$ cat config.mk
export PLATFORM = sky130hd
export DESIGN_NAME = cga_sqrt_pipe
export DESIGN_NICKNAME = d
export VERILOG_FILES = /design/src/design/cga_pkg.sv /design/src/design/cga_sqrt_pipe.sv
export SDC_FILE = /design/constraint.sdc
export NUM_CORES = 2
export LEC_CHECK = 0
export BUFFER_PORTS_ARGS = -buffer_cell sky130_fd_sc_hd__buf_2
export CELL_PAD_IN_SITES_DETAIL_PLACEMENT = 1
export CELL_PAD_IN_SITES_GLOBAL_PLACEMENT = 2
export CORE_UTILIZATION = 49
export DETAILED_ROUTE_END_ITERATION = 16
export GPL_ROUTABILITY_DRIVEN = 0
export PLACE_DENSITY = 0.83
export SLEW_MARGIN = 20
export SYNTH_ARGS = -nofsm -noshare
export SYNTH_HDL_FRONTEND = slang
export SYNTH_SLANG_ARGS = --single-unit
$ cat constraint.sdc
create_clock -name clk -period 11.8 [get_ports clk]
set_clock_uncertainty 0.05 [all_clocks]
set_input_delay 1.18 -clock clk [delete_from_list [all_inputs] [get_ports clk]]
set_output_delay 1.18 -clock clk [all_outputs]
set_load 0.02 [all_outputs]
$ cat src/design/cga_pkg.sv
// ----------------------------------------------------------------------------
// cga_pkg: shared constants for the clamped gravity attraction unit
// Distance clamp bounds, register reset value and datapath widths.
// ----------------------------------------------------------------------------
package cga_pkg;

  localparam int unsigned DIST_MIN_Q8 = 1280;
  localparam int unsigned DIST_MAX_Q8 = 6400;
  localparam logic [15:0] GAIN_RESET  = 16'd1638;

  // square root of sq * 2^14
  localparam int SQRT_IN_W   = 64;
  localparam int SQRT_ROOT_W = 32;

  // strength divider: (s*16 + dc2/2) / dc2
  localparam int STR_NUM_W = 53;
  localparam int STR_DEN_W = 26;
  localparam int STR_QUO_W = 32;

  // component divider: (|d|*2^7*strength + mag/2) / mag
  localparam int CMP_NUM_W = 64;
  localparam int CMP_DEN_W = 32;
  localparam int CMP_QUO_W = 33;

endpackage

$ cat src/design/cga_sqrt_pipe.sv
// ----------------------------------------------------------------------------
// cga_sqrt_pipe: pipelined integer square root
// One result bit per stage, restoring digit recurrence, with sideband data.
// ----------------------------------------------------------------------------
module cga_sqrt_pipe #(
  parameter int IN_W   = cga_pkg::SQRT_IN_W,
  parameter int ROOT_W = cga_pkg::SQRT_ROOT_W,
  parameter int SIDE_W = 1
) (
  input  logic              clk,
  input  logic              rst,
  input  logic              en,
  input  logic              in_vld,
  input  logic [IN_W-1:0]   in_val,
  input  logic [SIDE_W-1:0] in_side,
  output logic              out_vld,
  output logic [ROOT_W-1:0] out_root,
  output logic [SIDE_W-1:0] out_side
);
  import cga_pkg::*;

  logic [IN_W-1:0]   rem_q  [ROOT_W];
  logic [ROOT_W-1:0] root_q [ROOT_W];
  logic [SIDE_W-1:0] side_q [ROOT_W];
  logic              vld_q  [ROOT_W];

  for (genvar k = 0; k < ROOT_W; k++) begin : g_stage
    localparam int I = ROOT_W - 1 - k;
    logic [IN_W-1:0]   src_rem;
    logic [ROOT_W-1:0] src_root;
    logic [SIDE_W-1:0] src_side;
    logic              src_vld;
    logic [IN_W-1:0]   trial;
    logic              take;

    if (k == 0) begin : g_first
      assign src_rem  = in_val;
      assign src_root = '0;
      assign src_side = in_side;
      assign src_vld  = in_vld;
    end else begin : g_next
      assign src_rem  = rem_q[k-1];
      assign src_root = root_q[k-1];
      assign src_side = side_q[k-1];
      assign src_vld  = vld_q[k-1];
    end

    // (2*q + 2^i) * 2^i, root bits below i are still zero
    assign trial = (IN_W'(src_root) << (I + 1)) | (IN_W'(1) << (2 * I));
    assign take  = (src_rem >= trial);

    always_ff @(posedge clk) begin
      if (rst) begin
        vld_q[k] <= 1'b0;
      end else if (en) begin
        vld_q[k] <= src_vld;
      end
    end

    always_ff @(posedge clk) begin
      if (en) begin
        rem_q[k]  <= take ? (src_rem - trial) : src_rem;
        root_q[k] <= take ? (src_root | (ROOT_W'(1) << I)) : src_root;
        side_q[k] <= src_side;
      end
    end
  end

  assign out_vld  = vld_q[ROOT_W-1];
  assign out_root = root_q[ROOT_W-1];
  assign out_side = side_q[ROOT_W-1];

endmodule

==> results.cfg <==
[outcome]
status = completed

[pwr]
peakVddDrop_mv = 0.190
p_sw_share_pct = 29.9
p_switching_uw = 8050
p_comb_share_pct = 20.9
intPower_uw = 18900
clkPwrFrac_pct = 32.2
power_uw = 26900
powerDensity_nw_per_um2 = 198
power_frac_seq_pct = 46.9
power_leakage_uw = 0.0510

[layout]
ff_latch_area_um2 = 77400
multi_input_area_um2 = 41600
final_common_cell = edfxtp_1
mostFrequentLayoutCells = 2576 x edfxtp_1, 685 x inv_1, 680 x nor2_1
nets = 10600
drive_above_1_share_pct = 7.00
fillCellCount = 24900
final_cell_area_um2 = 136000
syn2layout_area_growth_pct = 11.0

[timing]
setup_tns_ps = 0
min_period_ps = 4950
max_freq_mhz = 202
slew_viol_final = 0
report.final.setup_viol = 0
hold_violations = 0
tightest_slew_ps = 1240
maxSlewHeadroom_pct = 17.2
fin_crit_sh_pct = 42.0
grt_setup_unrepaired = false

[grt]
grt_pass1_vias = 81400
grt_pass1_wl_mm = 495
grt_use_total_pct = 25.6
grt_overflow = 0
antenna_found_initial = 8
grt_max_degree = 184

[clocking]
ctsHoldBuffers = 0
htreeDepth = 5
cts_tree = yes
clk_latency_ps = 980
cts_resized = 0
clk_pin_slew_ps = 60
post-cts-setup-buffers = 0
numClockSinks = 2576
cts-root-buf = clkbuf_16
cts_buffer_depth = 4
cts_made_buffers = 295

[setup_path]
critPathTopFamily = simple AND/OR/NAND/NOR gates
r2r_start = rem_q[28][33]$_DFFE_PP_
worstPathMaxFanout = 10
critical-path-max-stage-delay_ps = 900
cp.arrival_ps = 5560
crit_chain = ha_1 -> nand2_1 -> nor3_2 -> nand2_1 -> nor3_1 -> a31o_2 -> nor4_1 -> a2111oi_0 -> nand2_1 -> nor4_1 -> xor2_1
r2r-end = rem_q[29][45]$_DFFE_PP_
endpoint = rem_q[29][45]$_DFFE_PP_
critPathMostFrequentCell = nand2_1
slowest_stage = a2111oi_0
rrSetupSlack_ps = 6850
worstSetupStartpointType = flip-flop
crit_type = flip-flop to flip-flop
required_ps = 12410
path_buf_inv = 0
critPathLaunch = rem_q[28][33]$_DFFE_PP_
worstRegToRegCells = 11
crit_cells = 11
crit_path_end_kind = flip-flop

[drt]
drtAntennaViolNets = 0
vias_per_cell = 5.86
vias = 78700
drt_iter0_markers = 6330
first_pass_iters = 5
drcViolationCount = 0
totalWireLength_mm = 325
wl_per_cell_um = 24.2

[floorplanning]
start_util_pct = 49.5
pin_count = 103
die_area_um2 = 251000
coreArea_um2 = 247000
rows = 182
fp.dieH_um = 501
die_w_um = 501

[synth]
ys_ff_latch = 2576
dominantRegCellSynth = edfxtp_1
yosysSeqAreaShare_pct = 63.3
synth_area_per_cell_um2 = 12.7
synth_enable_flop_cells = 2576
synth_async_sr_flop_share_pct = 0
syn-cell-area_um2 = 122000
syn_inst = 9656
synthesis.nets = 10300
ys_warn_count = 0
ys_types = 90

[placement]
port_buffers = 102
post_dp_cell_area_um2 = 127000
dp_hpwl_mm = 240

[hold_path]
hold_class = input pin to flip-flop

[flow_run]
drv_cap = 0
==> area by class of cell <==
cell class                      count  share of cell area [%]
Antenna cell                        4                 0.00738
Clock buffer                      355                    5.64
Clock inverter                    142                   0.916
Inverter                          688                    1.90
Multi-Input combinational cell   6208                    30.7
Sequential cell                  2576                    57.0
Tap cell                         3312                    3.05
Timing Repair Buffer              156                   0.760
==> cells in the mapped netlist (65+ instances only) <==
cell      count  area, um2
a21o_1      254       1910
a21oi_1     646       3230
clkbuf_1    150        563
edfxtp_1   2576      77400
ha_1        558       6980
inv_1       685       2570
mux2_2       65        732
nand2_1     606       2270
nand2b_1    118        738
nand3_1     136        681
nand4_1     157        982
nor2_1      680       2550
nor2b_1      69        432
nor3_1      277       1390
nor4_1      330       2060
o21a_1       91        683
o21ai_0     424       2120
o21bai_1     65        488
or3_1        96        601
or4_1        66        495
xnor2_1     444       3890
xor2_1      436       3820
==> per-stage QoR <==
stage	setup WS, ps	std cells	hold slack, ps	utilization (%)
finish	6850	13400	336	55.0
detailed placement	6770	12900	356	51.3
global placement	6740	12900	357	51.3
CTS	6770	13400	264	54.9
global route	6610	13400	286	55.0
floorplan	8020	9656	350	-
==> flip-flops by register name, summed over array words and instances (netlist names) <==
signal,flops
side_q,32
root_q,528
vld_q,32
rem_q,1984
==> routing by layer <==
layer / routed length, um / up-vias / part of all wire, % / track usage, %
li1: - / 36600 / - / -
met1: 142000 / 39800 / 44 / 34.4
met2: 161000 / 1820 / 50 / 44.1
met3: 14100 / 503 / 4.3 / 3.00
met4: 7980 / 4 / 2.5 / 6.52
met5: 28 / - / 0.0086 / 0
==> power by group through the flow <==
stage / clock network, uW / registers (uW) / logic (uW)
after floorplan: 0 / 12300 / 3970
after global placement: 0 / 12700 / 5360
after detailed placement: 0 / 12800 / 5520
after CTS: 8830 / 12600 / 5590
after global routing: 9120 / 12700 / 6180
final: 8670 / 12600 / 5620
==> cell families (layout without fill, tap and decap cells) <==
family	after synthesis	count (layout)	synth area share [%]
AO/OA/AOI/OAI	1832	1832	9.21
multiplexers	75	75	0.693
buffers and inverters	872	1341	2.71
other	0	4	0
AND/OR/NAND/NOR	2863	2863	12.1
adder cells (fa/ha/maj)	558	558	5.71
XOR/XNOR	880	880	6.31
flip-flops	2576	2576	63.3
==> worst min-delay path by stage <==
stage | startpoint | endpoint | cells past startpoint | slack [ps]
4_1_cts | in_val[53] | rem_q[0][53]$_DFFE_PP_ | 1 | 260
3_5_place_dp | side_q[3][5]$_DFFE_PP_ | side_q[3][6]$_DFFE_PP_ | 0 | 360
2_1_floorplan | side_q[0][0]$_DFFE_PP_ | side_q[0][1]$_DFFE_PP_ | 0 | 350
5_1_grt | in_val[53] | rem_q[0][53]$_DFFE_PP_ | 1 | 290
3_3_place_gp | side_q[3][6]$_DFFE_PP_ | side_q[3][7]$_DFFE_PP_ | 0 | 360
6_report | in_val[53] | rem_q[0][53]$_DFFE_PP_ | 1 | 340
Note: power is estimated with default switching activity, not from simulation.
