<file path="src/design/cga_pkg.sv">
// ----------------------------------------------------------------------------
// cga_pkg: shared constants for the clamped gravity attraction unit
// Distance clamp bounds, register reset value and datapath widths.
// ----------------------------------------------------------------------------
package cga_pkg;

  localparam int unsigned DIST_MIN_Q8 = 1280;
  localparam int unsigned DIST_MAX_Q8 = 6400;
  localparam logic [15:0] GAIN_RESET  = 16'd1638;

  // square root of sq * 2^14
  localparam int SQRT_IN_W   = 64;
  localparam int SQRT_ROOT_W = 32;

  // strength divider: (s*16 + dc2/2) / dc2
  localparam int STR_NUM_W = 53;
  localparam int STR_DEN_W = 26;
  localparam int STR_QUO_W = 32;

  // component divider: (|d|*2^7*strength + mag/2) / mag
  localparam int CMP_NUM_W = 64;
  localparam int CMP_DEN_W = 32;
  localparam int CMP_QUO_W = 33;

endpackage

</file>
<file path="src/design/cga_div_pipe.sv">
// ----------------------------------------------------------------------------
// cga_div_pipe: pipelined unsigned divider
// Input register, then one restoring quotient bit per stage, with sideband.
// ----------------------------------------------------------------------------
module cga_div_pipe #(
  parameter int NUM_W  = cga_pkg::STR_NUM_W,
  parameter int DEN_W  = cga_pkg::STR_DEN_W,
  parameter int QUO_W  = cga_pkg::STR_QUO_W,
  parameter int SIDE_W = 1
) (
  input  logic              clk,
  input  logic              rst,
  input  logic              en,
  input  logic              in_vld,
  input  logic [NUM_W-1:0]  in_num,
  input  logic [DEN_W-1:0]  in_den,
  input  logic [SIDE_W-1:0] in_side,
  output logic              out_vld,
  output logic [QUO_W-1:0]  out_quo,
  output logic [SIDE_W-1:0] out_side
);
  import cga_pkg::*;

  localparam int CMP_W = DEN_W + QUO_W;

  logic [NUM_W-1:0]  num_r;
  logic [DEN_W-1:0]  den_r;
  logic [SIDE_W-1:0] side_r;
  logic              vld_r;

  logic [NUM_W-1:0]  rem_q  [QUO_W];
  logic [DEN_W-1:0]  den_q  [QUO_W];
  logic [QUO_W-1:0]  quo_q  [QUO_W];
  logic [SIDE_W-1:0] side_q [QUO_W];
  logic              vld_q  [QUO_W];

  always_ff @(posedge clk) begin
    if (rst) begin
      vld_r <= 1'b0;
    end else if (en) begin
      vld_r <= in_vld;
    end
  end

  always_ff @(posedge clk) begin
    if (en) begin
      num_r  <= in_num;
      den_r  <= in_den;
      side_r <= in_side;
    end
  end

  for (genvar k = 0; k < QUO_W; k++) begin : g_stage
    localparam int J = QUO_W - 1 - k;
    logic [NUM_W-1:0]  src_rem;
    logic [DEN_W-1:0]  src_den;
    logic [QUO_W-1:0]  src_quo;
    logic [SIDE_W-1:0] src_side;
    logic              src_vld;
    logic [CMP_W-1:0]  trial;
    logic [CMP_W-1:0]  rem_ext;
    logic              take;

    if (k == 0) begin : g_first
      assign src_rem  = num_r;
      assign src_den  = den_r;
      assign src_quo  = '0;
      assign src_side = side_r;
      assign src_vld  = vld_r;
    end else begin : g_next
      assign src_rem  = rem_q[k-1];
      assign src_den  = den_q[k-1];
      assign src_quo  = quo_q[k-1];
      assign src_side = side_q[k-1];
      assign src_vld  = vld_q[k-1];
    end

    assign trial   = CMP_W'(src_den) << J;
    assign rem_ext = CMP_W'(src_rem);
    assign take    = (rem_ext >= trial);

    always_ff @(posedge clk) begin
      if (rst) begin
        vld_q[k] <= 1'b0;
      end else if (en) begin
        vld_q[k] <= src_vld;
      end
    end

    always_ff @(posedge clk) begin
      if (en) begin
        rem_q[k]  <= take ? NUM_W'(rem_ext - trial) : src_rem;
        den_q[k]  <= src_den;
        quo_q[k]  <= take ? (src_quo | (QUO_W'(1) << J)) : src_quo;
        side_q[k] <= src_side;
      end
    end
  end

  assign out_vld  = vld_q[QUO_W-1];
  assign out_quo  = quo_q[QUO_W-1];
  assign out_side = side_q[QUO_W-1];

endmodule

</file>
<file path="config.mk">
export PLATFORM = sky130hd
export DESIGN_NAME = cga_div_pipe
export DESIGN_NICKNAME = d
export VERILOG_FILES = /design/src/design/cga_pkg.sv /design/src/design/cga_div_pipe.sv
export SDC_FILE = /design/constraint.sdc
export NUM_CORES = 2
export LEC_CHECK = 0
export BUFFER_PORTS_ARGS = -buffer_cell sky130_fd_sc_hd__buf_2
export CORE_UTILIZATION = 45
export CTS_BUF_LIST = sky130_fd_sc_hd__clkbuf_8 sky130_fd_sc_hd__clkbuf_16
export DETAILED_ROUTE_END_ITERATION = 10
export GPL_ROUTABILITY_DRIVEN = 0
export PLACE_DENSITY = 0.69
export SLEW_MARGIN = 40
export SYNTH_ARGS = -nofsm -noshare
export SYNTH_HDL_FRONTEND = slang
export SYNTH_SLANG_ARGS = --single-unit
</file>
<file path="constraint.sdc">
create_clock -name clk -period 6.02 [get_ports clk]
set_input_delay 1.204 -clock clk [delete_from_list [all_inputs] [get_ports clk]]
set_output_delay 1.204 -clock clk [all_outputs]
set_load 0.01 [all_outputs]
</file>
==> metrics.md <==
| Metric | Value |
|---|---|
| FP Rows | `214` |
| Critical-path cell list | `inv_1 -> ha_1 -> inv_1 -> fa_1 -> a21o_1 -> a21o_1 -> a2111oi_2 -> o21ai_1 -> a311oi_1 -> o211ai_1 -> a211o_1 -> or4b_1 -> nor4_2 -> xor2_1` |
| Gr usage total | `18.1%` |
| Die area | `0.345 mm^2` |
| Critical path arrival | `5.59 ns` |
| Post-CTS Resized | `0` |
| Via count | `96,400` |
| Synthesized cell area | `0.154 mm^2` |
| Antenna violations before repair | `4` |
| LEAKAGE | `65.5 nW` |
| Total global routing overflow | `0` |
| Setup CP Type | `reg2reg` |
| Most used DFF post-synth | `edfxtp_1` |
| Drc violations | `0` |
| CP Capture Type | `flop` |
| Post-synthesis register bit count | `3,122` |
| TritonCTS Sinks | `3,122` |
| H-tree levels | `5` |
| Post-CTS setup buffers | `0` |
| Cells after Synth | `12,500` |
| Async set-reset flop share out of synthesis | `0%` |
| WL final | `319,000 um` |
| YS warnings | `0` |
| Final Critical Period | `4.92 ns` |
| Layout area overhead | `11.5%` |
| Crit-path leading delay family | `compound AO/OA/AOI/OAI gates` |
| Core area | `0.340 mm^2` |
| Power per cell area | `445 mW/mm^2` |
| DP Area | `0.161 mm^2` |
| Vias in the first global route | `93,600` |
| Worst Slack Setup Final | `1.10 ns` |
| Max clock buf depth | `4` |
| Slowest CP cell | `a311oi_1` |
| CP required | `6.69 ns` |
| Vias per Instance | `5.46` |
| Sequential-to-total area share from yosys stat | `60.8%` |
| Tcrit/Tclk final | `81.7%` |
| Fmax | `0.203 GHz` |
| Worst skew pair latency | `0.92 ns` |
| Share of layout cells above drive strength 1 | `7.96%` |
| Cell variety after synth | `90` |
| Area share of the leading cell type in the synthesized netlist | `60.8%` |
| Clock root cell | `clkbuf_16` |
| Synth area leader | `edfxtp_1` |
| Mapped Nets | `13,500` |
| Measured slew at the worst slew-check pin | `1.00 ns` |
| Number of flops mapped to enable cells by yosys | `3,121` |
| Top post-synthesis cells by area | `edfxtp_1, ha_1, xnor2_1` |
| RSZ-0062 raised after global routing | `no` |
| # hold bufs at CTS | `0` |
| CTS Buf Count | `341` |
| Dpl hpwl | `231,000 um` |
| Status | `finished clean` |
| Startpoint Class | `flop` |
| Fin Setup TNS | `0 ns` |
| Worst Skew | `0.0582 ns` |
| Final net count | `13,800` |
| Fin area | `0.172 mm^2` |
| First-pass GRT wire length | `504,000 um` |
| Rel. slew slack | `32.5%` |
| Worst path bufs/invs | `2` |
| HP Class | `reg2reg` |
| TritonRoute pass-1 iters | `7` |
| Max incr delay on CP | `0.70 ns` |
| Final Hold Viols | `0` |
| Fillers | `28,900` |
| MaxCap Viol Count | `0` |
| Largest net degree at the start of global routing | `165` |
| FF-to-FF Start | `rem_q[25][5]` |
| Synth cell count leaders | `edfxtp_1, inv_1, nand2_1, ha_1, a21oi_1` |
| Routed len/inst | `18.1 um` |
| Port Buffer Count | `117` |
| Count leader, synth | `edfxtp_1` |
| Worst-path clk slew | `0.06 ns` |
| CTS tree | `done` |
| Die Y | `587 um` |
| Crit. Startpoint | `rem_q[25][5]` |
| Die width | `587 um` |
| Initial core utilization | `45.3%` |
| I/O Pins | `118` |
| Final Util | `50.5%` |
| Syn_area_per_cell | `12.3 um^2` |
| Worst-case vdd ir drop | `0.291 mV` |
| Antenna viol nets, final | `0` |
| HP Start | `side_q[26]` |
| Final Setup Violations | `0` |
| Pins over their slew limit | `0` |
| Worst-path maximum fanout | `7` |
| Drt first-iter violations | `7,580` |
| Dpl ws | `1.13 ns` |
==> path summary, 6_finish.rpt <==
path,end,slack (ns),depth (start not counted)
hold reg to reg,side_q[27],0.37,0
hold / removal,side_q[27],0.37,0
setup reg to reg,rem_q[26][43],1.10,14
setup / recovery,rem_q[26][43],1.10,14
==> routing by layer <==
layer | vias up | GRT usage, % | share of wire, %
met1 | 46100 | 23.0 | 42
met5 | - | 0 | 0
met2 | 2562 | 30.8 | 48
met3 | 684 | 2.43 | 5.2
li1 | 47100 | - | -
met4 | 0 | 7.72 | 4.4
==> report_power, final <==
group / switching, W / internal, W / leakage (nW) / total (W)
Combinational: 0.0138 / 0.0104 / 29.6 / 0.0242
Clock: 0.00852 / 0.0118 / 5.55 / 0.0203
Sequential: 0.00262 / 0.0293 / 30.3 / 0.0319
Total: 0.0250 / 0.0515 / 65.5 / 0.0764
==> sequential cells by signal, summed over array words and instances, names as in the netlist <==
name / count
rem_q: 1643
den_q: 806
quo_q: 528
g_stage.src_rem: 53
side_q: 32
vld_q: 32
den_r: 26
g_stage.src_side: 1
g_stage.src_vld: 1
==> area by class of cell <==
cell class	count	area [um^2]	area share (%)
inverter	1081	4060	2.36
timing repair buffer	221	1740	1.01
antenna	2	5.00	0.00291
sequential	3122	93700	54.6
tap	4536	5680	3.30
clock inverter	262	2170	1.26
multi-input combinational	8075	55700	32.4
clock buffer	348	8690	5.06
==> kinds of logic (layout without fill, tap and decap cells) <==
family	Yosys count	after routing	share of synthesized area, %
muxes	221	221	1.60
buffers and inverters	1324	1912	3.24
and+or+nand+nor	3266	3266	10.5
adders and majority gates	853	853	7.08
xor gates and xnor gates	976	976	5.55
other	0	2	0
DFF	3122	3122	60.8
AOI/OAI and AO/OA	2759	2759	11.2
==> layout by cell type, fill, tap and decap left out, types with 129 or more instances in the layout <==
cell	count
nor2b_1	129
nor2_1	757
nand4_1	165
xnor2_1	538
a21oi_1	819
nor4_1	195
a21o_1	387
xor2_1	438
o21ai_0	728
mux2_2	199
nand2_1	899
nand3_1	200
inv_1	1150
ha_1	822
nor3_1	258
clkbuf_16	346
edfxtp_1	3121
==> stage by stage <==
stage               std cells  power (W)  hold WS, ns
floorplan               12500     0.0497        0.400
global placement        17000     0.0556        0.401
detailed placement      17000     0.0560        0.405
CTS                     17600     0.0767        0.365
global route            17600     0.0809        0.397
finish                  17600     0.0764        0.372
No activity file was read; power rests on OpenSTA's default activity.
